--- src/sv/alt_pkg.sv ---
// Shared types and codes for the address lease table.
// Used by alt_cell, address_lease_table_core and the testbench; depends on nothing else.
`timescale 1ns / 1ps

package alt_pkg;

	// Input item kinds.
	localparam logic [1:0] KIND_SOLICIT = 2'd0;
	localparam logic [1:0] KIND_REQUEST = 2'd1;
	localparam logic [1:0] KIND_TICK    = 2'd2;

	// Result kinds.
	localparam logic [1:0] RK_ADVERTISE = 2'd0;
	localparam logic [1:0] RK_REPLY     = 2'd1;
	localparam logic [1:0] RK_NAK       = 2'd2;
	localparam logic [1:0] RK_EXHAUSTED = 2'd3;

	// Configuration register indexes.
	localparam logic [7:0] CFG_POOL_SIZE = 8'd0;
	localparam logic [7:0] CFG_GRANT     = 8'd1;
	localparam logic [7:0] CFG_BASE      = 8'd2;
	localparam logic [7:0] CFG_OWN_HOST  = 8'd3;

	// Lifetime limits.
	localparam logic [7:0] LIFE_REFRESH_CAP = 8'd254;
	localparam logic [7:0] LIFE_PERMANENT   = 8'hff;

	// Operation carried by a token along the cell row.
	typedef enum logic [1:0] {
		OP_PROBE,
		OP_INSERT,
		OP_REFRESH,
		OP_TICK
	} alt_op_t;

	// Control part of a token; host and lifetime travel beside it.
	typedef struct packed {
		logic    valid;
		alt_op_t op;
		logic    hit;
		logic    saw_free;
	} alt_tok_ctl_t;

	// Sequencer states.
	typedef enum logic [2:0] {
		ST_IDLE,
		ST_PROBE,
		ST_DRAIN,
		ST_REQ_ISSUE,
		ST_REQ_WAIT,
		ST_RESULT
	} alt_state_t;

endpackage

--- src/sv/alt_cell.sv ---
// One table entry of the lease row, with the token stage that passes it on.
// Depends on alt_pkg for the token and operation types.
`timescale 1ns / 1ps

module alt_cell #(
	parameter int HOST_BITS = 16
) (
	input  logic                  clk,
	input  logic                  arst_n,
	input  alt_pkg::alt_tok_ctl_t prev_ctl,
	input  logic [HOST_BITS-1:0]  prev_host,
	input  logic [7:0]            prev_life,
	output alt_pkg::alt_tok_ctl_t next_ctl,
	output logic [HOST_BITS-1:0]  next_host,
	output logic [7:0]            next_life
);
	import alt_pkg::*;

	logic                 valid_q;
	logic [HOST_BITS-1:0] host_q;
	logic [7:0]           life_q;
	alt_tok_ctl_t         ctl_q;
	logic [HOST_BITS-1:0] tok_host_q;
	logic [7:0]           tok_life_q;

	logic         match;
	alt_tok_ctl_t ctl_d;
	logic         valid_d;
	logic         host_we;
	logic [7:0]   life_d;
	logic         life_we;

	assign match = valid_q && (host_q == prev_host);

	// Act on the passing token and build the version handed to the next cell.
	always_comb begin
		ctl_d   = prev_ctl;
		valid_d = valid_q;
		host_we = 1'b0;
		life_d  = life_q;
		life_we = 1'b0;
		if (prev_ctl.valid) begin
			unique case (prev_ctl.op)
				OP_PROBE: begin
					if (match) begin
						ctl_d.hit = 1'b1;
					end
					if (!valid_q) begin
						ctl_d.saw_free = 1'b1;
					end
				end
				OP_INSERT: begin
					if (!prev_ctl.hit && !valid_q) begin
						valid_d   = 1'b1;
						host_we   = 1'b1;
						life_d    = prev_life;
						life_we   = 1'b1;
						ctl_d.hit = 1'b1;
					end
				end
				OP_REFRESH: begin
					if (!prev_ctl.hit && match) begin
						ctl_d.hit = 1'b1;
						if (life_q < LIFE_REFRESH_CAP) begin
							life_d  = life_q + 8'd1;
							life_we = 1'b1;
						end
					end
				end
				OP_TICK: begin
					if (valid_q) begin
						if (life_q <= 8'd1) begin
							valid_d = 1'b0;
						end else if (life_q != LIFE_PERMANENT) begin
							life_d  = life_q - 8'd1;
							life_we = 1'b1;
						end
					end
				end
				default: begin
				end
			endcase
		end
	end

	// Entry valid bit and token control stage.
	always_ff @(posedge clk or negedge arst_n) begin
		if (!arst_n) begin
			valid_q <= 1'b0;
			ctl_q   <= '0;
		end else begin
			valid_q <= valid_d;
			ctl_q   <= ctl_d;
		end
	end

	// Entry contents and token payload stage.
	always_ff @(posedge clk) begin
		if (host_we) begin
			host_q <= prev_host;
		end
		if (life_we) begin
			life_q <= life_d;
		end
		tok_host_q <= prev_host;
		tok_life_q <= prev_life;
	end

	assign next_ctl  = ctl_q;
	assign next_host = tok_host_q;
	assign next_life = tok_life_q;

endmodule

--- config.mk ---
export PLATFORM = sky130hd
export DESIGN_NAME = alt_cell
export DESIGN_NICKNAME = d
export VERILOG_FILES = /design/src/sv/alt_pkg.sv /design/src/sv/alt_cell.sv
export SDC_FILE = /design/constraint.sdc
export NUM_CORES = 1
export LEC_CHECK = 0
export ABC_AREA = 1
export BUFFER_PORTS_ARGS = -buffer_cell sky130_fd_sc_hd__buf_2
export CORE_ASPECT_RATIO = 1.2
export CORE_UTILIZATION = 25
export DETAILED_ROUTE_END_ITERATION = 10
export HOLD_SLACK_MARGIN = 0.02
export PLACE_DENSITY = 0.47
export SETUP_SLACK_MARGIN = 0.1
export SYNTH_ARGS = -nofsm -noshare
export SYNTH_HDL_FRONTEND = slang
export SYNTH_SLANG_ARGS = --single-unit
--- constraint.sdc ---
create_clock -name clk -period 2.3 [get_ports clk]
set_input_delay 0.23 -clock clk [delete_from_list [all_inputs] [get_ports clk]]
set_output_delay 0.23 -clock clk [all_outputs]
set_load 0.01 [all_outputs]
### After elaboration in Yosys (flattened, before gate mapping)

Index checks and enable logic that the tools add are counted.

* output and inout bits: 29
* register bits after elaboration: 54
* bits of input ports: 31
* logic and storage cells: 62

* equality and inequality tests: 11
* add/subtract/negate cells: 2
* order comparisons: 2
* muxes and demuxes: 28
* reductions and logical operators: 10

Operator list (number)
* $mux 8: 6
* $pmux 8 s3: 1
* $mux 1: 17
* $eq 16x16->1: 1
* $ne 2x2->1 const B: 6
* $reduce_and 9->1: 1
* $add 8x1->8 const B: 1
* $le 8x1->1 const B: 1
* $lt 8x8->1 const B: 1
* $ne 8x8->1 const B: 1
* $sub 8x1->8 const B: 1
* $pmux 1 s3: 2
* $eq 2x2->1 const B: 2
* $logic_and 1x1->1: 3
* $reduce_and 3->1: 1
* $reduce_bool 3->1: 1
* $eq 2x1->1 const B: 1
* $logic_not 1->1: 2
* $logic_not 2->1: 1
* $mux 2: 1
* $pmux 1 s2: 1
* $reduce_bool 2->1: 1

### Depth between registers and ports, before layout

* depth in word-level cells: 7
* depth in mapped cells: 10

### Worst setup path before layout

No wires, ideal clock.

* path type: input port to flip-flop
* from: in prev_ctl[3] (netlist bit)
* to: reg host_q[0] (enable)
* cell stages on the path: 4
* path slack: -0.235 ns
* data arrival time: 2.103 ns
* setup time: 0.432 ns
* path buffers: 0
* path through: inv_1 > ha_1 > inv_1 > nor4_1

* word-level cells in the longest chain between the ends: 3

RTL lines
* start: declaration: RTL line alt_cell.sv:10 `input alt_pkg::alt_tok_ctl_t prev_ctl,`
* $eq 2x1->1: RTL line alt_cell.sv:43 `unique case (prev_ctl.op)`
* $mux 1: RTL line alt_cell.sv:43
* $mux 1: RTL line alt_cell.sv:42 `if (prev_ctl.valid) begin`
* via host_we: RTL line alt_cell.sv:29 `logic host_we;`
* end signal: assignment: RTL line alt_cell.sv:100 `host_q <= prev_host;`
* end: declaration: RTL line alt_cell.sv:20 `logic [HOST_BITS-1:0] host_q;`

The timed path passes the listed nets, and every way through them passes these cells.
A chain may end at the register's enable or synchronous reset.

### Final worst setup path

* from: reg life_q[0]
* to: reg life_q[4] (enable)

* word-level cells in the longest chain between the ends: 7
* elaborated cells between the ends (all ways): 14

RTL lines
* start: declaration: RTL line alt_cell.sv:21 `logic [7:0] life_q;`
* start signal: assignment: RTL line alt_cell.sv:103 `life_q <= life_d;`
* parallel branches: the longest is 6 deep, another holds $le 8x1->1
* $reduce_and 9->1 (no line) *

Mark *: on every way between the ends.

==> implementation parameters <==
Parameter                              Value

Timing
  Final sum of negative setup slack    0 ns
  Highest clock frequency the design can meet    0.5325 GHz
  Post-route minimum period    1.878 ns
  Final setup viols    0
  Worst setup skew after layout    around 0.007 ns
  Transition time at the pin with the least slew margin    about 0.31 ns
  Relative slew margins    ~79%
  Unrepaired setup endpoints after global routing    false
  Post-route fraction of the period consumed by the critical path    approximately 82%
  Hold violation count in the final report    0
  Fin. max-slew vios    0

Clock tree
  Count of instances resized after the clock tree is built    0
  Later-pin clock latency in the skew report    ~0.31 ns
  Number of hold buffers added after CTS    5
  Clock-pin slew on the worst setup and hold paths    0.11 ns
  Maximum buffer depth of the clock tree    2
  Total CTS buffers    5
  Number of clock sinks    54
  H-tree depth    2
  CTS root buffer    sky130_fd_sc_hd__clkbuf_8
  Clock tree from TritonCTS    done
  Setup bufs post-CTS    0

Yosys
  Total nets after synthesis    283
  Primary FF master, synth    sky130_fd_sc_hd__edfxtp_1
  Count of synthesis-stage warnings from yosys    0
  Sequential element share of the synthesized area    between 50 and 60%
  Fraction of registers with async set/reset    11.11%
  Most numerous cell types in the synthesized netlist    53 x sky130_fd_sc_hd__nand2_1, 36 x sky130_fd_sc_hd__inv_1, 24 x sky130_fd_sc_hd__dfxtp_1, 24 x sky130_fd_sc_hd__edfxtp_1, 22 x sky130_fd_sc_hd__nor2_1
  Cell Area, Synth    between 2000 and 2500 um^2
  Cell type with the largest total area after synthesis    sky130_fd_sc_hd__edfxtp_1
  Number of enable flip-flop cells after synthesis    24
  Synth unique cells    29
  Share of the synthesized area in the top cell type    about a third
  Synth top area cells    sky130_fd_sc_hd__edfxtp_1 31%, sky130_fd_sc_hd__dfxtp_1 21%, sky130_fd_sc_hd__nand2_1 8.7%
  Syn Area/Cell    between 9 and 10 um^2
  Leading cell type by number of instances after synthesis    sky130_fd_sc_hd__nand2_1
  Gate Count Post-Synth    between 200 and 250
  Number of storage elements in the synthesis netlist    54

Layout
  Number of inserted diodes    0
  Share of post-route cells with drive strength above 1    between 20% and 30%
  Area occupied by multi-input gates    roughly 800 um^2
  Fin util    about a third
  Growth of design area from synthesis to finish    27.08%
  Filler cells    932
  Layout Nets    between 300 and 400
  FF/Latch Area    roughly 1400 um^2

Setup path
  Largest fanout of any net on the critical path    8
  Worst path max stage delay    0.47 ns
  Required time reported for the critical path endpoint    roughly 2.3 ns
  Launching instance or port of the critical path    life_q[0]
  Worst Setup Path Type    flip-flop to flip-flop
  Cell family contributing the most delay on the critical path    flip-flops
  Sequence of cells on the critical path    inv_1 -> ha_1 -> o2111ai_1 -> nand2_1 -> nand2_1 -> nand3_1 -> a21oi_1 -> buf_4
  Critical-path top delay cell    sky130_fd_sc_hd__edfxtp_1
  Critical Path Sink Type    flip-flop
  Launching point of the worst reg2reg path    life_q[0]
  Crit path top cell by count    sky130_fd_sc_hd__nand2_1
  Worst Path Buf+Inv    2
  Data arrival time of the worst path    ~1.9 ns
  Kind of start point of the critical path    flip-flop

Routing
  Wire per inst    roughly 11 um
  DRC    0
  First-pass iteration count of the detailed router    4
  Antenna Nets Post-Route    0
  Ratio of routed vias to standard cells    just over 4
  Detailed-route via count    1776
  WL final    ~4800 um
  Number of violations reported at the end of detailed-routing iteration 0    38

Pwr
  Power density over the cells    approximately 610 nW/um^2
  Worst IR Drop VDD    between 0.2 and 0.25 mV
  Total leakage power    around 1.4 nW

Floorplanning
  Initial core utilization    a little over a quarter
  Die area    around 9600 um^2
  Placement Rows    37
  Placeable core region    8750 um^2
  Vert. Die Dim    107.0 um
  Top Ports    60
  Width of the die    89.48 um

Global route
  Final global-route overflow total    0
  Maximum number of pins on one net before global-route repair    19
  Total Routing Usage GR    roughly 11%
  Number of global-route vias before repair    1755
  Global-route wire length before repair    ~8000 um
  Antenna violations before repair    0

Flow run
  Max cap viols    0

Worst hold path
  Startpoint of the worst hold path    prev_life[7]
  Worst min path class    primary input to flip-flop

Place
  Buffers added on ports    59
  Placer congestion estimate    0.8069
  Half-perimeter wire length of the detailed placement result    between 3000 and 4000 um

Run status
  Run status    completed
-- kinds of logic after synthesis --
family                   Yosys count  synth area share (%)
buffers and inverters             41                 7.030
AO/OA/AOI/OAI                     33                 8.120
AND/OR/NAND/NOR                  106                 20.87
adder cells (fa/ha/maj)            8                 4.360
XOR/XNOR                           2                0.7631
flip-flops                        54                 58.86
-- cell type report --
| cell class | instances | share of cell area, % |
|---|---|---|
| clock buffers | 5 | 2.358 |
| clock inverters | 3 | 0.8576 |
| inverters | 40 | 5.146 |
| multi-input cells | 149 | 27.36 |
| flip-flops and latches | 54 | 46.31 |
| well taps | 117 | 5.017 |
| repair buffers | 68 | 12.95 |
-- layout by cell type (no fill, tap or decap), types with 2 or more instances in the layout --
| cell type | netlist | final |
|---|---|---|
| sky130_fd_sc_hd__or2_2 | 3 | 3 |
| sky130_fd_sc_hd__nor2_2 | 2 | 2 |
| sky130_fd_sc_hd__inv_1 | 36 | 36 |
| sky130_fd_sc_hd__inv_2 | 4 | 4 |
| sky130_fd_sc_hd__nor3_1 | 2 | 2 |
| sky130_fd_sc_hd__nand2_2 | 3 | 3 |
| sky130_fd_sc_hd__o211ai_1 | 3 | 3 |
| sky130_fd_sc_hd__nand4_1 | 3 | 3 |
| sky130_fd_sc_hd__nand3_1 | 12 | 12 |
| sky130_fd_sc_hd__buf_4 | 0 | 3 |
| sky130_fd_sc_hd__nand2_1 | 53 | 53 |
| sky130_fd_sc_hd__nor2_4 | 2 | 2 |
| sky130_fd_sc_hd__xor2_1 | 2 | 2 |
| sky130_fd_sc_hd__clkbuf_8 | 0 | 5 |
| sky130_fd_sc_hd__dlygate4sd3_1 | 0 | 6 |
| sky130_fd_sc_hd__a21oi_1 | 10 | 10 |
| sky130_fd_sc_hd__buf_2 | 0 | 59 |
| sky130_fd_sc_hd__ha_1 | 8 | 8 |
| sky130_fd_sc_hd__o21ai_0 | 11 | 11 |
| sky130_fd_sc_hd__dfxtp_1 | 24 | 24 |
| sky130_fd_sc_hd__edfxtp_1 | 24 | 24 |
| sky130_fd_sc_hd__nor2_1 | 22 | 22 |
| sky130_fd_sc_hd__dfrtp_1 | 6 | 6 |
| sky130_fd_sc_hd__o21ai_1 | 5 | 5 |
-- routing by layer --
layer	GRT usage, %	part of all wire (%)
met2	18.81	50
met1	13.72	45
met5	0	0
met4	3.741	0.83
met3	2.540	4.4
-- report_power, final --
group,internal (mW),leakage (nW),switching [mW]
Combinational,0.0756,0.834,0.102
Sequential,1.04,0.486,0.0117
Clock,0.221,0.0447,0.334
Total,1.33,1.37,0.448
-- worst reg2reg max path, cell delays in order, from the launching register on --
cell                        delay [ns]
sky130_fd_sc_hd__edfxtp_1         0.47
sky130_fd_sc_hd__inv_1            0.11
sky130_fd_sc_hd__ha_1             0.25
sky130_fd_sc_hd__o2111ai_1        0.23
sky130_fd_sc_hd__nand2_1          0.07
sky130_fd_sc_hd__nand2_1          0.08
sky130_fd_sc_hd__nand3_1          0.07
sky130_fd_sc_hd__a21oi_1          0.12
sky130_fd_sc_hd__buf_4            0.20
-- path summary, 6_finish.rpt --
| kind | endpoint | slack, ns | cells past startpoint |
|---|---|---|---|
| worst max-delay path | life_q[4] | 0.42 | 8 |
| max in group asynchronous | next_ctl[1] | 1.90 | 2 |
| worst max register to register | life_q[4] | 0.42 | 8 |
| worst min-delay path | next_life[7] | 0.03 | 1 |
| worst min register to register | life_q[7] | 0.68 | 2 |
| min in group asynchronous | next_ctl[3] | 0.26 | 2 |
-- per-stage QoR --
stage / std cells / cell area [um^2] / hold slack, ns / setup WS [ns] / power (mW)
global route: 436 / 2918 / 0.02336 / 0.2482 / 1.875
finish: 436 / 2918 / 0.03326 / 0.4221 / 1.779
global placement: 422 / 2764 / 0.05822 / 0.4694 / 1.242
floorplan: 244 / 2302 / -0.06559 / 0.3795 / 1.154
CTS: 435 / 2908 / 0.02112 / 0.4100 / 1.823
detailed placement: 422 / 2764 / 0.06082 / 0.4362 / 1.242
-- flip-flops by register name (all words and copies together) (netlist names) --
signal and cells:
next_life 8, host_q 16, valid_q 1, next_ctl 5
life_q 8, next_host 16
(Power assumes the default switching activity.)
